[config.mk]
export PLATFORM = sky130hd
export DESIGN_NAME = windowed_event_rate_limiter_flat
export DESIGN_NICKNAME = d
export VERILOG_FILES = /design/src/rtl/wer_pkg.sv /design/src/rtl/wer_if.sv /design/src/rtl/wer_cfg.sv /design/src/rtl/wer_step.sv /design/src/rtl/windowed_event_rate_limiter.sv /design/src/flat_wrapper.sv
export SDC_FILE = /design/constraint.sdc
export NUM_CORES = 1
export LEC_CHECK = 0
export BUFFER_PORTS_ARGS = -buffer_cell sky130_fd_sc_hd__buf_2
export CAP_MARGIN = 25
export CORE_ASPECT_RATIO = 0.5
export CORE_UTILIZATION = 43
export CTS_CLUSTER_DIAMETER = 200
export DETAILED_ROUTE_END_ITERATION = 8
export HOLD_SLACK_MARGIN = 0.05
export PLACE_DENSITY = 0.67
export SYNTH_ARGS = -nofsm -noshare
export SYNTH_HDL_FRONTEND = slang
export SYNTH_SLANG_ARGS = --single-unit
[constraint.sdc]
create_clock -name clk_i -period 17.4 [get_ports clk_i]
set_input_delay 3.48 -clock clk_i [delete_from_list [all_inputs] [get_ports clk_i]]
set_output_delay 3.48 -clock clk_i [all_outputs]
set_load 0.05 [all_outputs]
[src/rtl/wer_pkg.sv]
`default_nettype none

package wer_pkg;

  localparam int unsigned TIME_BITS = 32;
  localparam int unsigned DataBits  = 32;
  localparam int unsigned CmdBits   = 2;
  localparam int unsigned IdxBits   = 2;
  localparam int unsigned CmpBits   = (TIME_BITS > DataBits) ? TIME_BITS : DataBits;

  typedef logic [TIME_BITS-1:0] time_t;
  typedef logic [DataBits-1:0]  data_t;
  typedef logic [CmpBits-1:0]   cmp_t;
  typedef logic [CmdBits-1:0]   cmd_t;
  typedef logic [IdxBits-1:0]   idx_t;

  typedef enum logic [CmdBits-1:0] {
    CMD_ADD   = 2'd0,
    CMD_CHECK = 2'd1,
    CMD_RESET = 2'd2
  } cmd_e;

  typedef enum logic [IdxBits-1:0] {
    REG_EVENT_LIMIT   = 2'd0,
    REG_WINDOW_LENGTH = 2'd1,
    REG_PENALTY_WAIT  = 2'd2
  } cfg_reg_e;

  typedef struct packed {
    data_t event_limit;
    data_t window_length;
    data_t penalty_wait;
  } cfg_t;

  typedef struct packed {
    cmd_t  cmd;
    data_t amount;
    data_t now;
  } item_t;

  typedef struct packed {
    logic  allowed;
    data_t remaining;
  } result_t;

endpackage

`default_nettype wire

[src/rtl/wer_if.sv]
`default_nettype none

interface wer_in_if;
  logic            valid;
  logic            ready;
  wer_pkg::cmd_t   cmd;
  wer_pkg::data_t  amount;
  wer_pkg::data_t  now;

  modport source (output valid, output cmd, output amount, output now, input ready);
  modport sink   (input valid, input cmd, input amount, input now, output ready);
endinterface

interface wer_out_if;
  logic            valid;
  logic            ready;
  logic            allowed;
  wer_pkg::data_t  remaining;

  modport source (output valid, output allowed, output remaining, input ready);
  modport sink   (input valid, input allowed, input remaining, output ready);
endinterface

interface wer_cfg_if;
  logic            valid;
  logic            ready;
  wer_pkg::idx_t   index;
  wer_pkg::data_t  data;

  modport source (output valid, output index, output data, input ready);
  modport sink   (input valid, input index, input data, output ready);
endinterface

`default_nettype wire

[src/rtl/wer_cfg.sv]
`default_nettype none

module wer_cfg (
  input  wire logic           clk_i,
  input  wire logic           rst_ni,
  input  wire logic           wr_en_i,
  input  wire wer_pkg::idx_t  wr_idx_i,
  input  wire wer_pkg::data_t wr_data_i,
  output wer_pkg::cfg_t       cfg_o
);

  wer_pkg::cfg_t cfg_q, cfg_d;

  always_comb begin
    cfg_d = cfg_q;
    if (wr_en_i) begin
      unique case (wer_pkg::cfg_reg_e'(wr_idx_i))
        wer_pkg::REG_EVENT_LIMIT:   cfg_d.event_limit   = wr_data_i;
        wer_pkg::REG_WINDOW_LENGTH: cfg_d.window_length = wr_data_i;
        wer_pkg::REG_PENALTY_WAIT:  cfg_d.penalty_wait  = wr_data_i;
        default:                    cfg_d = cfg_q;
      endcase
    end
  end

  always_ff @(posedge clk_i or negedge rst_ni) begin
    if (!rst_ni) begin
      cfg_q <= '0;
    end else begin
      cfg_q <= cfg_d;
    end
  end

  assign cfg_o = cfg_q;

endmodule

`default_nettype wire

[src/rtl/wer_step.sv]
`default_nettype none

module wer_step (
  input  wire logic             clk_i,
  input  wire logic             rst_ni,
  input  wire logic             fire_i,
  input  wire wer_pkg::item_t   item_i,
  input  wire wer_pkg::cfg_t    cfg_i,
  output wer_pkg::result_t      res_o
);

  logic           tracking_q, tracking_d;
  logic           penalized_q, penalized_d;
  wer_pkg::time_t window_start_q, window_start_d;
  wer_pkg::time_t penalty_start_q, penalty_start_d;
  wer_pkg::data_t event_count_q, event_count_d;

  always_comb begin
    wer_pkg::time_t           now_t;
    wer_pkg::time_t           win_elapsed;
    wer_pkg::time_t           pen_elapsed;
    logic                     win_restart;
    logic [wer_pkg::DataBits:0] sum;
    wer_pkg::data_t           base_count;

    now_t       = wer_pkg::time_t'(item_i.now);
    win_elapsed = now_t - window_start_q;
    pen_elapsed = now_t - penalty_start_q;
    win_restart = !tracking_q ||
                  (wer_pkg::cmp_t'(win_elapsed) >= wer_pkg::cmp_t'(cfg_i.window_length));
    base_count  = win_restart ? '0 : event_count_q;
    sum         = {1'b0, base_count} + {1'b0, item_i.amount};

    tracking_d      = tracking_q;
    penalized_d     = penalized_q;
    window_start_d  = window_start_q;
    penalty_start_d = penalty_start_q;
    event_count_d   = event_count_q;
    res_o.allowed   = 1'b1;

    unique case (wer_pkg::cmd_e'(item_i.cmd))
      wer_pkg::CMD_ADD: begin
        tracking_d      = 1'b1;
        window_start_d  = win_restart ? now_t : window_start_q;
        penalized_d     = win_restart ? 1'b0 : penalized_q;
        penalty_start_d = win_restart ? '0 : penalty_start_q;
        event_count_d   = sum[wer_pkg::DataBits] ? '1 : sum[wer_pkg::DataBits-1:0];
        if (event_count_d >= cfg_i.event_limit) begin
          penalized_d     = 1'b1;
          penalty_start_d = now_t;
        end
      end
      wer_pkg::CMD_CHECK: begin
        if (tracking_q && penalized_q && (event_count_q >= cfg_i.event_limit)) begin
          if (wer_pkg::cmp_t'(pen_elapsed) >= wer_pkg::cmp_t'(cfg_i.penalty_wait)) begin
            tracking_d      = 1'b0;
            penalized_d     = 1'b0;
            window_start_d  = '0;
            penalty_start_d = '0;
            event_count_d   = '0;
          end else begin
            res_o.allowed = 1'b0;
          end
        end
      end
      wer_pkg::CMD_RESET: begin
        tracking_d      = 1'b0;
        penalized_d     = 1'b0;
        window_start_d  = '0;
        penalty_start_d = '0;
        event_count_d   = '0;
      end
      default: begin
        res_o.allowed = 1'b1;
      end
    endcase

    if (penalized_d || (event_count_d >= cfg_i.event_limit)) begin
      res_o.remaining = '0;
    end else begin
      res_o.remaining = cfg_i.event_limit - event_count_d;
    end
  end

  always_ff @(posedge clk_i or negedge rst_ni) begin
    if (!rst_ni) begin
      tracking_q      <= 1'b0;
      penalized_q     <= 1'b0;
      window_start_q  <= '0;
      penalty_start_q <= '0;
      event_count_q   <= '0;
    end else if (fire_i) begin
      tracking_q      <= tracking_d;
      penalized_q     <= penalized_d;
      window_start_q  <= window_start_d;
      penalty_start_q <= penalty_start_d;
      event_count_q   <= event_count_d;
    end
  end

  a_pen_implies_track: assert property (@(posedge clk_i) disable iff (!rst_ni)
    penalized_q |-> tracking_q)
    else $error("penalized without tracking");

  a_reset_clears: assert property (@(posedge clk_i) disable iff (!rst_ni)
    (fire_i && item_i.cmd == wer_pkg::CMD_RESET) |=> (!tracking_q && event_count_q == '0))
    else $error("reset command left state");

  a_add_tracks: assert property (@(posedge clk_i) disable iff (!rst_ni)
    (fire_i && item_i.cmd == wer_pkg::CMD_ADD) |=> tracking_q)
    else $error("add did not start tracking");

  a_deny_only_check: assert property (@(posedge clk_i) disable iff (!rst_ni)
    (fire_i && !res_o.allowed) |-> (item_i.cmd == wer_pkg::CMD_CHECK && penalized_q))
    else $error("deny outside a penalized check");

endmodule

`default_nettype wire

[src/rtl/windowed_event_rate_limiter.sv]
// Windowed event rate limiter with penalty hold-off.
// Channels: in_i takes one beat per command (cmd, amount, now); out_o gives
// exactly one beat per command (allowed, remaining), in order; cfg_i writes
// event_limit (index 0), window_length (1) or penalty_wait (2) and is always
// ready; other indexes are ignored. Write configuration only while idle.
// Path: a command accepted from in_i sits in the input register until the
// result register can take it; it is then evaluated against the limiter state
// and lands in the result register, from which its result beat is offered.
// Throughput: one command per cycle while out_o.ready is high; the state
// update of one command and the evaluation of the next meet in the same
// cycle; the compare, add and subtract between the two registers set the pace.
// Reset: clears the configuration, the limiter state and both valid flags to
// zero; the limiter is not tracking and both pipeline stages are empty.
// Stall: while out_o.ready is low the result holds and the input register can
// still take one more beat; in_i.ready drops once both are full.
`default_nettype none

module windowed_event_rate_limiter (
  input  wire logic clk_i,
  input  wire logic rst_ni,
  wer_in_if.sink    in_i,
  wer_out_if.source out_o,
  wer_cfg_if.sink   cfg_i
);

  logic              in_valid_q;
  wer_pkg::item_t    in_item_q;
  logic              out_valid_q;
  wer_pkg::result_t  out_res_q;
  wer_pkg::result_t  step_res;
  wer_pkg::cfg_t     cfg;
  logic              advance;
  logic              fire;
  logic              in_take;

  assign advance     = !out_valid_q || out_o.ready;
  assign fire        = in_valid_q && advance;
  assign in_i.ready  = !in_valid_q || advance;
  assign in_take     = in_i.valid && in_i.ready;
  assign cfg_i.ready = 1'b1;

  wer_cfg u_cfg (
    .clk_i     (clk_i),
    .rst_ni    (rst_ni),
    .wr_en_i   (cfg_i.valid),
    .wr_idx_i  (cfg_i.index),
    .wr_data_i (cfg_i.data),
    .cfg_o     (cfg)
  );

  wer_step u_step (
    .clk_i  (clk_i),
    .rst_ni (rst_ni),
    .fire_i (fire),
    .item_i (in_item_q),
    .cfg_i  (cfg),
    .res_o  (step_res)
  );

  always_ff @(posedge clk_i or negedge rst_ni) begin
    if (!rst_ni) begin
      in_valid_q  <= 1'b0;
      out_valid_q <= 1'b0;
    end else begin
      if (in_i.ready) begin
        in_valid_q <= in_i.valid;
      end
      if (advance) begin
        out_valid_q <= in_valid_q;
      end
    end
  end

  always_ff @(posedge clk_i) begin
    if (in_take) begin
      in_item_q <= '{cmd: in_i.cmd, amount: in_i.amount, now: in_i.now};
    end
    if (fire) begin
      out_res_q <= step_res;
    end
  end

  assign out_o.valid     = out_valid_q;
  assign out_o.allowed   = out_res_q.allowed;
  assign out_o.remaining = out_res_q.remaining;

  a_full_blocks_input: assert property (@(posedge clk_i) disable iff (!rst_ni)
    (in_valid_q && out_valid_q && !out_o.ready) |-> !in_i.ready)
    else $error("input taken while both stages full");

  a_fire_fills_output: assert property (@(posedge clk_i) disable iff (!rst_ni)
    fire |=> out_valid_q)
    else $error("evaluated beat not presented");

  a_drain_empties: assert property (@(posedge clk_i) disable iff (!rst_ni)
    (out_valid_q && out_o.ready && !in_valid_q) |=> !out_valid_q)
    else $error("result beat repeated");

endmodule

`default_nettype wire

[src/flat_wrapper.sv]
// flat-port wrapper written by rule: the top's interface ports become plain ports
module windowed_event_rate_limiter_flat 
  (clk_i, rst_ni, in_i_valid, in_i_cmd, in_i_amount, in_i_now, in_i_ready, out_o_valid, out_o_allowed, out_o_remaining, out_o_ready, cfg_i_valid, cfg_i_index, cfg_i_data, cfg_i_ready);
  wer_in_if in_i_i ();
  wer_out_if out_o_i ();
  wer_cfg_if cfg_i_i ();
  input  wire logic clk_i;
  input  wire logic rst_ni;
  input wire logic [$bits(in_i_i.valid)-1:0] in_i_valid;
  input wire logic [$bits(in_i_i.cmd)-1:0] in_i_cmd;
  input wire logic [$bits(in_i_i.amount)-1:0] in_i_amount;
  input wire logic [$bits(in_i_i.now)-1:0] in_i_now;
  output wire logic [$bits(in_i_i.ready)-1:0] in_i_ready;
  output wire logic [$bits(out_o_i.valid)-1:0] out_o_valid;
  output wire logic [$bits(out_o_i.allowed)-1:0] out_o_allowed;
  output wire logic [$bits(out_o_i.remaining)-1:0] out_o_remaining;
  input wire logic [$bits(out_o_i.ready)-1:0] out_o_ready;
  input wire logic [$bits(cfg_i_i.valid)-1:0] cfg_i_valid;
  input wire logic [$bits(cfg_i_i.index)-1:0] cfg_i_index;
  input wire logic [$bits(cfg_i_i.data)-1:0] cfg_i_data;
  output wire logic [$bits(cfg_i_i.ready)-1:0] cfg_i_ready;
  assign in_i_i.valid = in_i_valid;
  assign in_i_i.cmd = in_i_cmd;
  assign in_i_i.amount = in_i_amount;
  assign in_i_i.now = in_i_now;
  assign in_i_ready = in_i_i.ready;
  assign out_o_valid = out_o_i.valid;
  assign out_o_allowed = out_o_i.allowed;
  assign out_o_remaining = out_o_i.remaining;
  assign out_o_i.ready = out_o_ready;
  assign cfg_i_i.valid = cfg_i_valid;
  assign cfg_i_i.index = cfg_i_index;
  assign cfg_i_i.data = cfg_i_data;
  assign cfg_i_ready = cfg_i_i.ready;
  windowed_event_rate_limiter u_core (.clk_i(clk_i), .rst_ni(rst_ni), .in_i(in_i_i), .out_o(out_o_i), .cfg_i(cfg_i_i));
endmodule
**Word level (Yosys, flattened, before mapping)**

Index checks and enable logic that the tools add are counted.

- Bits of input ports: 105
- Memories: 0
- Memory bits (read-only): 0
- RAM bits: 0
- Latch bits: 0
- Logic and storage cells: 74
- Register bits after elaboration: 295

- Add/subtract/negate cells: 4
- Equality and inequality tests: 8
- Bitwise logic cells: 0
- Reductions and logical operators: 21
- $lt $le $gt $ge: 5
- Shift operators: 0
- Multiply operators: 0
- Div/mod/pow operators: 0
- Multiplexer cells: 21

Operators by type and width:

| cell | count |
|---|---|
| 32-bit 2-to-1 mux | 9 |
| 32-bit one-hot mux with 3 select lines | 3 |
| 32-bit greater-or-equal comparator | 5 |
| 32-bit subtractor | 3 |
| 32-bit by 32-bit adder with 33-bit output | 1 |
| 5-bit AND reduction | 2 |
| 2-bit AND reduction | 4 |
| 1-bit 2-to-1 mux | 7 |
| 2-bit != test, second input constant | 3 |
| 1-bit one-hot mux with 3 select lines | 2 |
| 2-bit by 1-bit == test with 1-bit output, second input constant | 2 |
| 2-bit == test, second input constant | 2 |
| 1-bit logical AND | 4 |
| 2-bit zero test | 2 |
| 1-bit logical OR | 4 |
| 4-bit AND reduction | 1 |
| 1-bit zero test | 3 |
| 3-bit != test, second input constant | 1 |
| 3-bit nonzero test | 1 |

**Logic depth before layout (Yosys ltp)**

Gate-level depths: netlist of run 1.

- Word-level depth: 10
- Depth in mapped cells: 46
- Depth with buffers taken out: 44

**Cells and area by module**

A second synthesis of run 1 with hierarchy kept.

- Cells, all modules: 2079
- Area total of the unflattened synthesis: 20995.1 sq um

Modules (own cells, without submodules):

| module | instances | area an instance (sq um) | cells each | seq. area each (sq um) |
|---|---|---|---|---|
| wer_step | 1 | 14281.2 | 1766 | 2452.4 |
| wer_cfg | 1 | 3626.0 | 204 | 2402.3 |
| windowed_event_rate_limiter | 1 | 3088.0 | 109 | 3022.9 |

**Least setup slack after synthesis of run 1**

No wires, ideal clock.

- Path type: flip-flop to flip-flop
- Start: register u_core.in_item_q[5] (netlist name)
- End: register u_core.u_step.penalty_start_q[0]
- Data arrival time: 9.055 ns
- Stages on the path, launching flop included: 42
- Slack: 8.279 ns
- Data required time: 17.334 ns
- Cells stage by stage: edfxtp_1 -> ha_1 -> a211oi_1 -> nor3_1 -> a2111oi_0 -> o21ai_0 -> a311oi_1 -> o21bai_1 -> a21o_1 -> a21oi_1 -> xnor2_1 -> ha_1 -> nand4_1 -> nor3_1 -> a21oi_1 -> o31ai_1 -> o31ai_1 -> a21oi_1 -> (+6 left out) -> o21ai_2 -> a311o_1 -> a221oi_4 -> o21a_4 -> o21ai_2 -> clkbuf_1 -> nor2_1 -> inv_1 -> ha_1 -> a211o_1 -> a2111oi_0 -> a21oi_1 -> o311ai_0 -> a21oi_1 -> o21ai_0 -> a31o_2 -> clkbuf_1 -> a22o_1

- Longest elaborated chain between the ends: 9
- Elaborated cells between the ends (all ways): 14
- Classes of those cells: 3 x add/sub; 3 x order compare; 2 x eq/ne; 4 x mux; 2 x reduce/logical

RTL lines:

| element | line | source |
|---|---|---|
| from (decl) | windowed_event_rate_limiter.sv:27 | `wer_pkg::item_t in_item_q;` |
| from (signal assigned) | windowed_event_rate_limiter.sv:76 | `in_item_q <= '{cmd: in_i.cmd, amount: in_i.amount, now: in_i.now};` |
| 32-bit subtractor | wer_step.sv:27 | `win_elapsed = now_t - window_start_q;` |
| 32-bit greater-or-equal comparator | wer_step.sv:30 | `(wer_pkg::cmp_t'(win_elapsed) >= wer_pkg::cmp_t'(cfg_i.window_length));` |
| 1-bit logical OR | wer_step.sv:29 | `win_restart = !tracking_q \|\|` |
| 32-bit 2-to-1 mux | wer_step.sv:31 | `base_count = win_restart ? '0 : event_count_q;` |
| 32-bit by 32-bit adder with 33-bit output | wer_step.sv:32 | `sum = {1'b0, base_count} + {1'b0, item_i.amount};` |
| 32-bit 2-to-1 mux | wer_step.sv:47 | `event_count_d = sum[wer_pkg::DataBits] ? '1 : sum[wer_pkg::DataBits-1:0];` |
| 32-bit greater-or-equal comparator | wer_step.sv:48 | `if (event_count_d >= cfg_i.event_limit) begin` |
| 3-bit != test (no source line) / 32-bit 2-to-1 mux (equally long branches) | n/a |  |
| 5-bit AND reduction (no source line) / 32-bit one-hot mux with 3 select lines (equally long branches) | n/a |  |
| to (signal assigned) | wer_step.sv:96 | `penalty_start_q <= penalty_start_d;` |
| to (decl) | wer_step.sv:15 | `wer_pkg::time_t penalty_start_q, penalty_start_d;` |

Parallel ways exist; a longest one is shown, timed or not.
A chain may end at the register's enable or synchronous reset.

**Worst setup path in the final report of run 1**

- Start: register u_core.in_item_q[5] (netlist name)
- End: register u_core.out_res_q (netlist bit u_core.out_o.remaining[29]) (data pin)

- Longest elaborated chain between the ends: 10
- Elaborated cells between the ends (all ways): 20
- Classes of those cells: 4 x add/sub; 4 x order compare; 10 x mux; 2 x reduce/logical

RTL lines:

| element | line | source |
|---|---|---|
| 32-bit subtractor | wer_step.sv:27 |  |
| 32-bit greater-or-equal comparator | wer_step.sv:30 |  |
| 1-bit logical OR | wer_step.sv:29 |  |
| 32-bit 2-to-1 mux | wer_step.sv:31 |  |
| 32-bit by 32-bit adder with 33-bit output | wer_step.sv:32 |  |
| 32-bit 2-to-1 mux | wer_step.sv:47 |  |
| 32-bit greater-or-equal comparator | wer_step.sv:48 |  |
| 1-bit 2-to-1 mux | wer_step.sv:48 |  |
| 1-bit one-hot mux with 3 select lines | wer_step.sv:41 | `unique case (wer_pkg::cmd_e'(item_i.cmd))` |
| 1-bit logical OR | wer_step.sv:78 | `if (penalized_d \|\| (event_count_d >= cfg_i.event_limit)) begin` |
| to (signal assigned) | windowed_event_rate_limiter.sv:79 | `out_res_q <= step_res;` |
| to (decl) | windowed_event_rate_limiter.sv:29 | `wer_pkg::result_t out_res_q;` |

Parallel ways exist; a longest one is shown, timed or not.

==> impl_results.md, run 1 <==
* Initial antenna violation count at 5
* Register area share after synthesis at 0.379
* CP Max Fanout at 33
* Global-route wire length before repair at 88.3 mm
* Num CTS Buffers at 30
* Largest net degree at the start of global routing at 72
* Yosys top cell area share at 0.236
* WP data arrival at 11.33 ns
* P_int at 2.11 mW
* Area contributors post-synth: dfrtp_1 24%, ha_1 15%, edfxtp_1 14%
* Final Cycle Share at 0.629
* Routed WL at approximately 56 mm
* P per Cell Area at 163 mW/mm2
* XOR/XNOR share of the synthesized area at 0.0430
* H-tree depth at 1
* Clock-pin slew of the registers on the worst-case setup and hold paths at roughly 0.07 ns
* Area Growth Syn to Fin at 11.6%
* Most used cell, CP: a21oi_1
* Max-slew violations at 0
* Relative slew margins at 0.313
* Clk Latency, worst-skew pair at 0.61 ns
* # DRC at 0
* CORE AREA at 0.0473 mm2
* Yosys cell types at 72
* Leakage Power at 10.6 nW
* Routed length per placed instance at roughly 19 um
* Synthesized flop and latch total at 295
* GP Congestion at 0.920
* Worst R2R Start: u_core.in_item_q[5]
* Routed Antenna Nets at 0
* Clk pwr share at 0.171
* Clock sink count at between 200 and 300
* CP max stage delay at 0.52 ns
* Initial DRC count at 1293
* Ratio of cells with drive above 1 in the final layout at 0.142
* GR Overflow Total at 0
* Vias in the first global route at roughly 16000
* CTS tree: yes
* Mux cell area share after synthesis at 0.0525
* Post-synth net total at 2514
* Top cell type by total area after synthesis: dfrtp_1
* Status: finished, final reports clean
* Setup violators final at 0
* Ys async rst share at 0.664
* Skew final at a little under 0.03 ns
* Fin crit period at 10.94 ns
* Postcts setup bufs at 0
* Syn. warnings at 0
* Die Ht at between 150 and 200 um
* Final Cell Area at 0.0232 mm2
* Hold Violations, Final at 0
* IR drop worst, VDD at 0.0640 mV
* DP Area at between 0.02 and 0.025 mm2
* Actual slew at the worst max-slew pin at 1.03 ns
* Crit-path slowest cell: o31ai_1
* Starting Density at 0.440
* HP Start: u_core.u_step.window_start_q[3]
* Root buf cell: clkbuf_16
* CTS Hold Bufs at 0
* Cells after Synth at 2148
* DRT Pass-1 Iters at 5
* CTS max path bufs at 3
* Tot GR Track Use at 0.226
* Max-cap violations at 0
* Ys flop type: dfrtp_1
* Vias/cell at between 5 and 6
* Switching share of power at 0.442
* Fmax at 91.4 MHz
* CP Launch Point: u_core.in_item_q[5]
* Area share of fa/ha/maj cells after synthesis at 0.158
* Hold/Removal Path Class: reg2reg
* Num rows at 56
* Fill cells at 4434
* RSZ-0062 raised after global routing: no
* Setup TNS at 0 ns
* IO Pins at between 100 and 150
* # port buffers at between 100 and 150
* CTS resizes at 0
* Worst setup EP type: register
* Via count at approximately 17000
* CP Launch Type: register
* Post-Synth Simple-Gate Area at 0.129
* Comb pwr share at 0.557
* Synthesized area at between 0.02 and 0.025 mm2
* Post-synthesis compound-gate area fraction at 0.188
* # nets final at 2638
* Post-detail-place hpwl at 42.7 mm
* EDFF count, synth at 99
* Sequential Power Share at 0.272
* Synthesized area per cell at 9.68 um2
* Main combinational cell family by area after synthesis: compound AO/OA/AOI/OAI gates
* CP Class: reg2reg
* Die area at 0.0493 mm2
* Die X at 313 um
* CP Data Required Time at ~18 ns
* Final Core Density at 0.491
* NetSw at roughly 1.7 mW
-- through the flow --
stage | worst slack, ns | hold slack (ns) | cells | power [mW]
2_1_floorplan | 8.28 | 0.463 | 2148 | 2.58
3_3_place_gp | 6.85 | 0.486 | 2878 | 3.07
3_5_place_dp | 6.64 | 0.486 | 2878 | 3.11
4_1_cts | 6.56 | 0.509 | 2934 | 3.78
5_1_grt | 5.53 | 0.518 | 2939 | 4.11
6_report | 6.46 | 0.505 | 2939 | 3.79
-- sequential cells by signal, indices dropped and copies added (netlist names) --
name and count:
u_core.u_cfg.cfg_o 96, u_core.u_step.penalty_start_q 32, u_core.in_item_q 66, u_core.u_step.window_start_q 32, u_core.u_step.tracking_q 1, u_core.u_step.event_count_q 32, u_core.out_o.remaining 32, u_core.in_valid_q 1
u_core.out_o.allowed 1, u_core.out_o.valid 1, u_core.u_step.penalized_q 1
-- critical path: cells and delay by family (launching register included) --
kind / cells / cell delay (ns)
adders and majority gates: 4 / 1.44
and+or+nand+nor: 8 / 1.40
AOI/OAI and AO/OA: 25 / 6.82
buffers and inverters: 2 / 0.49
DFF: 1 / 0.42
xor gates and xnor gates: 1 / 0.08
-- per-layer routing --
metal,GRT usage,vias to the layer above,wire (um)
met2,0.330,455,22600
met4,0.0481,0,1090
li1,-,8080,-
met5,0,-,0
met3,0.0464,60,3830
met1,0.341,7913,28200
-- cell usage after synthesis (all sizes together) (17+ instances only) --
cell,n
mux2,96
xor2,40
clkbuf,54
dfrtp,196
edfxtp,99
a31oi,18
a22oi,19
a21oi,153
inv,207
xnor2,62
nand4,27
o211ai,18
and2,36
a21o,62
o21ai,136
nor3,60
nand2,132
and3,17
nor2,83
ha,257
nor2b,56
nand3,40
a22o,47
nand2b,22
-- cells in the final DEF, fill, tap and decap left out, types with 18 or more instances in the layout --
cell       count
a21o_1        62
a21oi_1      151
a22o_1        47
a22oi_1       19
a31oi_1       18
and2_1        33
buf_2        138
buf_4         18
clkbuf_16     32
dfrtp_1      196
edfxtp_1      99
ha_1         257
inv_1        207
mux2_2        96
nand2_1      132
nand2b_1      22
nand3_1       40
nand4_1       27
nor2_1        82
nor2b_1       56
nor3_1        59
o211ai_1      18
o21ai_0      133
xnor2_1       62
xor2_1        40
-- kinds of logic (layout without fill, tap and decap cells) --
family                     after synthesis  count (layout)
other                                    1               6
AOI/OAI and AO/OA                      594             594
xor gates and xnor gates               102             102
buffers and inverters                  272             420
DFF                                    295             295
muxes                                   97              97
and+or+nand+nor                        526             526
adders and majority gates              261             261
-- path summary, 6_finish.rpt --
kind	endpoint	depth (start not counted)	slack [ns]
max	u_core.out_o.remaining[29]	40	6.46
min	u_core.u_step.window_start_q[3]	1	0.50
max reg2reg	u_core.out_o.remaining[29]	40	6.46
min reg2reg	u_core.u_step.window_start_q[3]	1	0.50
max in group asynchronous	u_core.u_step.event_count_q[26]	2	13.18
min in group asynchronous	u_core.u_step.penalty_start_q[6]	1	2.86
-- final cells by class --
type / instances / area [um2] / share of cell area
inverter: 207 / 777 / 0.0335
timing repair buffer: 157 / 840 / 0.0362
sequential: 295 / 7880 / 0.340
multi-input combinational: 1581 / 11900 / 0.514
antenna: 5 / 12.5 / 0.000539
clock buffer: 43 / 872 / 0.0376
tap: 638 / 798 / 0.0344
clock inverter: 13 / 97.6 / 0.00421
-- power by group through the flow --
stage | Sequential (mW) | Combinational, mW | Clock, mW
floorplan | 1.10 | 1.48 | 0
global placement | 1.04 | 2.03 | 0
detailed placement | 1.04 | 2.07 | 0
CTS | 1.03 | 2.09 | 0.661
global route | 1.05 | 2.37 | 0.690
finish | 1.03 | 2.11 | 0.647
(Power assumes the default switching activity.)
==> run 2: changes to the inputs <==
Settings changed: PLACE_DENSITY 0.67 to 0.69.
Clock period 17.4 ns to 9.2 ns, I/O delays scaled along.
==> impl_results.md, run 2 (synthesized netlist as in run 1, its figures left out) <==
* Hold/Removal Path Class: reg2reg
* Vias/cell at between 5 and 6
* # port buffers at 139
* Fill cells at between 4000 and 5000
* Die X at about 310 um
* Starting Density at 0.440
* Leakage Power at 12.2 nW
* GR Overflow Total at 0
* # DRC at 0
* Status: finished, violations left
* Routed length per placed instance at 18.7 um
* Max reg flops at 96
* CORE AREA at 0.0473 mm2
* Fmax at 108 MHz
* Sequential Power Share at 0.239
* CP Launch Type: register
* NetSw at 3.50 mW
* Area Growth Syn to Fin at 26.2%
* Power, Total at around 8.2 mW
* Clock-pin slew of the registers on the worst-case setup and hold paths at 0.07 ns
* DRT Pass-1 Iters at 5
* Place WS at -0.921 ns
* Commonest non-fill, non-tap cell in the layout: buf_4
* CP Class: reg2reg
* Initial antenna violation count at 6
* Routed Antenna Nets at 0
* Routed WL at 60.6 mm
* Initial DRC count at 1282
* IR drop worst, VDD at 0.149 mV
* Num rows at 56
* Setup violators final at 36
* Setup TNS at -0.533 ns
* Skew final at 0.0189 ns
* P_int at roughly 4.7 mW
* CP Max Fanout at 8
* Num CTS Buffers at 30
* Final Core Density at 0.555
* Fin crit period at approximately 9.2 ns
* Switching share of power at 0.426
* Global-route wire length before repair at between 90 and 100 mm
* GP Congestion at about 0.94
* Hold Violations, Final at 0
* Failing checks: negative setup slack
* Vias in the first global route at 17458
* CP Data Required Time at 9.52 ns
* Die area at 0.0493 mm2
* CTS tree: yes
* Setup WS post-layout at -0.0324 ns
* Setup slack, reg-to-reg at -0.03 ns
* Max-slew violations at 0
* Actual slew at the worst max-slew pin at between 1 and 1.5 ns
* Clock sink count at approximately 300
* Root buf cell: clkbuf_16
* Relative slew margins at 0.307
* RSZ-0062 raised after global routing: yes
* Clk Latency, worst-skew pair at 0.61 ns
* H-tree depth at 1
* Via count at between 15000 and 20000
* Max-cap violations at 0
* Ratio of cells with drive above 1 in the final layout at 0.277
* Post-detail-place hpwl at 46.0 mm
* Die Ht at 158 um
* CTS max path bufs at 3
* Most frequent cells in the layout: 302 x buf_4, 247 x ha_1, 205 x inv_1
* WP data arrival at about 9.6 ns
* # nets final at 2941
* IO Pins at 141
* Crit-path slowest cell: or4b_4
* P per Cell Area at 313 mW/mm2
* Worst setup EP type: register
* Clk pwr share at 0.155
* Comb pwr share at 0.605
* CP max stage delay at around 0.6 ns
* Tot GR Track Use at 0.243
* Final Cycle Share at 1.00
* Largest net degree at the start of global routing at 128
[run 2: cell count changes in the layout (fill, tap and decap cells not counted), moves of 6 or more]
cell | before | now
a21oi_2 | 1 | 14
a21oi_1 | 151 | 137
ha_1 | 257 | 247
nor3_2 | 1 | 13
a2bb2oi_2 | 0 | 7
buf_4 | 18 | 302
nor2_1 | 82 | 72
nor2_2 | 0 | 6
o21ai_0 | 133 | 126
ha_4 | 0 | 7
nor3_1 | 59 | 45
buf_6 | 0 | 6
a2bb2oi_1 | 16 | 9
[run 2: cell type report]
class,instances,area (um2),area share
multi-input cells,1581,12500,0.476
flip-flops and latches,295,7880,0.300
well taps,638,798,0.0304
diodes,6,15.0,0.000572
inverters,207,777,0.0296
clock buffers,39,856,0.0326
clock inverters,17,149,0.00567
repair buffers,460,3280,0.125
[run 2: through the flow]
step | cells | area, um2 | hold WS, ns
after global placement | 3163 | 24400 | 0.488
final | 3243 | 26200 | 0.507
after global routing | 3243 | 26200 | 0.523
after CTS | 3224 | 25600 | 0.506
after floorplan | 2148 | 20800 | 0.463
after detailed placement | 3164 | 24400 | 0.487
[run 2: power by group through the flow]
stage               Clock, mW  Combinational [mW]  Sequential (mW)
floorplan                   0                2.80             2.08
global placement            0                4.44             1.96
detailed placement          0                4.55             1.97
CTS                      1.30                4.67             1.95
global route             1.35                5.48             1.99
finish                   1.28                4.97             1.97
[run 2: final timing paths]
kind / to / start / cells after the start
min in group asynchronous: u_core.u_step.penalty_start_q[6] / rst_ni / 1
max reg2reg: u_core.out_o.remaining[28] / u_core.u_step.window_start_q[1] / 41
max in group asynchronous: u_core.u_step.event_count_q[26] / rst_ni / 3
min: u_core.u_step.penalty_start_q[25] / u_core.u_step.penalty_start_q[25] / 1
min reg2reg: u_core.u_step.penalty_start_q[25] / u_core.u_step.penalty_start_q[25] / 1
max: u_core.out_o.remaining[28] / u_core.u_step.window_start_q[1] / 41
[run 2: routing by layer]
| layer | GRT usage | vias up | share of wire |
|---|---|---|---|
| li1 | - | 8694 | - |
| met1 | 0.351 | 8608 | 0.49 |
| met2 | 0.373 | 505 | 0.42 |
| met3 | 0.0431 | 80 | 0.068 |
| met4 | 0.0657 | 0 | 0.024 |
| met5 | 0 | - | 0 |
[run 2: worst max-delay path: cells and delay by family, from the launching register on]
| family | cells | cell delay, ns |
|---|---|---|
| compound gates | 22 | 4.54 |
| xor+xnor | 1 | 0.09 |
| simple gates | 7 | 1.59 |
| fa+ha+maj | 5 | 1.36 |
| buf+inv | 6 | 0.91 |
| flops | 1 | 0.40 |
[run 2: what timing repair did]
| action | CTS | global route |
|---|---|---|
| resized for setup | 37 | 99 |
| endpoints found under the setup margin | 65 | 65 |
| cloned | 1 | 5 |
| setup buffers | 3 | 8 |
| pin swaps | 11 | 88 |
| hold buffers | 0 | 0 |
==> run 3: changes to the inputs <==
Settings changed: SETUP_SLACK_MARGIN set to 0.2.
==> impl_results.md, run 3 (synthesized netlist as in run 1, its figures left out) <==
* Fill cells at 4101
* CP Data Required Time at about 9.7 ns
* Routed Antenna Nets at 0
* Final Cycle Share at 0.980
* Ratio of cells with drive above 1 in the final layout at 0.285
* Area Growth Syn to Fin at 27.8%
* Status: finished, final reports clean
* Initial DRC count at 1432
* Fmax at approximately 110 MHz
* CTS max path bufs at 3
* Global-route wire length before repair at 92.8 mm
* RSZ-0062 raised after global routing: yes
* Die Ht at between 150 and 200 um
* Leakage Power at 12.2 nW
* Routed WL at 60.9 mm
* Relative slew margins at 0.322
* Max-slew violations at 0
* Post-detail-place hpwl at 45.8 mm
* Via count at 17807
* IO Pins at 141
* CP Launch Point: u_core.in_item_q[9]
* Die area at between 0.04 and 0.05 mm2
* Final Core Density at 0.562
* Num CTS Buffers at 31
* CP Launch Type: register
* CTS tree: yes
* Clock sink count at 295
* P per Cell Area at 318 mW/mm2
* Hold Violations, Final at 0
* Setup violators final at 0
* CP Max Fanout at 7
* Routed length per placed instance at 18.9 um
* Root buf cell: clkbuf_16
* Most frequent cells in the layout: 283 x buf_4, 243 x ha_1, 204 x inv_1
* Fin crit period at ~9 ns
* CP max stage delay at approximately 0.57 ns
* Place WS at -0.916 ns
* Tot GR Track Use at 0.240
* Hold slack at 0.505 ns
* GP Congestion at 0.960
* Largest net degree at the start of global routing at 92
* Setup TNS at 0 ns
* Worst setup EP type: register
* Clk Latency, worst-skew pair at 0.61 ns
* # nets final at 2926
* Initial antenna violation count at 4
* Num rows at 56
* Power, Total at 8.46 mW
* GR Overflow Total at 0
* Most used cell, CP: a21oi_2
* CTS Hold Bufs at 0
* Crit-path slowest cell: or4b_4
* Skew final at 0.0199 ns
* Actual slew at the worst max-slew pin at 1.02 ns
* Max reg flops at between 90 and 100
* Setup WS post-layout at 0.182 ns
* IR drop worst, VDD at roughly 0.12 mV
* CP Class: reg2reg
* Vias in the first global route at 16915
* HP Start: u_core.u_cfg.cfg_o[42]
* CORE AREA at 0.0473 mm2
* Hold/Removal Path Class: reg2reg
* Vias/cell at roughly 5.5
* H-tree depth at 1
* # DRC at 0
* Worst R2R Start: u_core.in_item_q[9]
* DRT Pass-1 Iters at 5
* Clock-pin slew of the registers on the worst-case setup and hold paths at about 0.060 ns
* Die X at 313 um
* Commonest non-fill, non-tap cell in the layout: buf_4
* Max-cap violations at 0
* WP data arrival at 9.51 ns
* # port buffers at 139
* Starting Density at 0.440
run 3: stage by stage:
stage,cells,instance area [um2]
6_report,3227,26600
3_5_place_dp,3138,24200
4_1_cts,3208,25700
2_1_floorplan,2148,20800
3_3_place_gp,3137,24200
5_1_grt,3227,26600
run 3: worst paths after layout:
| check | endpoint | slack [ns] | depth (start not counted) |
|---|---|---|---|
| worst min-delay path | u_core.u_cfg.cfg_o[42] | 0.50 | 1 |
| worst max register to register | u_core.u_step.penalty_start_q[12] | 0.18 | 42 |
| worst max-delay path | u_core.u_step.penalty_start_q[12] | 0.18 | 42 |
| min in group asynchronous | u_core.u_step.window_start_q[6] | 1.29 | 1 |
| worst min register to register | u_core.u_cfg.cfg_o[42] | 0.50 | 1 |
| max in group asynchronous | u_core.u_step.event_count_q[31] | 6.61 | 2 |
run 3: final cells by class:
type,instances,area [um2],share of cell area
Antenna cell,4,10.0,0.000377
Clock buffer,44,886,0.0333
Clock inverter,14,145,0.00546
Inverter,207,777,0.0292
Multi-Input combinational cell,1582,12900,0.484
Sequential cell,295,7880,0.296
Tap cell,638,798,0.0300
Timing Repair Buffer,443,3230,0.121
run 3: what timing repair did:
action,4_1_cts,5_1_grt
gates resized for setup,60,131
gates cloned,2,6
setup endpoints to repair,65,64
pin swaps,31,124
setup buffers,10,9
run 3: worst max-delay path: cells and delay by family, from the launching register on:
family | cells | cell delay [ns]
simple gates | 9 | 1.90
compound gates | 22 | 4.17
fa+ha+maj | 5 | 1.49
xor+xnor | 1 | 0.08
flops | 1 | 0.43
buf+inv | 5 | 0.77
run 3: power breakdown:
| part | total [mW] | internal [mW] | switching [mW] |
|---|---|---|---|
| Sequential | 1.97 | 1.72 | 0.244 |
| Combinational | 5.20 | 2.41 | 2.79 |
| Clock | 1.29 | 0.731 | 0.561 |
| Total | 8.46 | 4.86 | 3.60 |
run 3: layer usage:
metal | wire length (um) | up-vias | GRT usage
li1 | - | 8661 | -
met1 | 29500 | 8552 | 0.355
met2 | 26100 | 507 | 0.367
met3 | 3840 | 87 | 0.0336
met4 | 1410 | 0 | 0.0574
met5 | 0 | - | 0
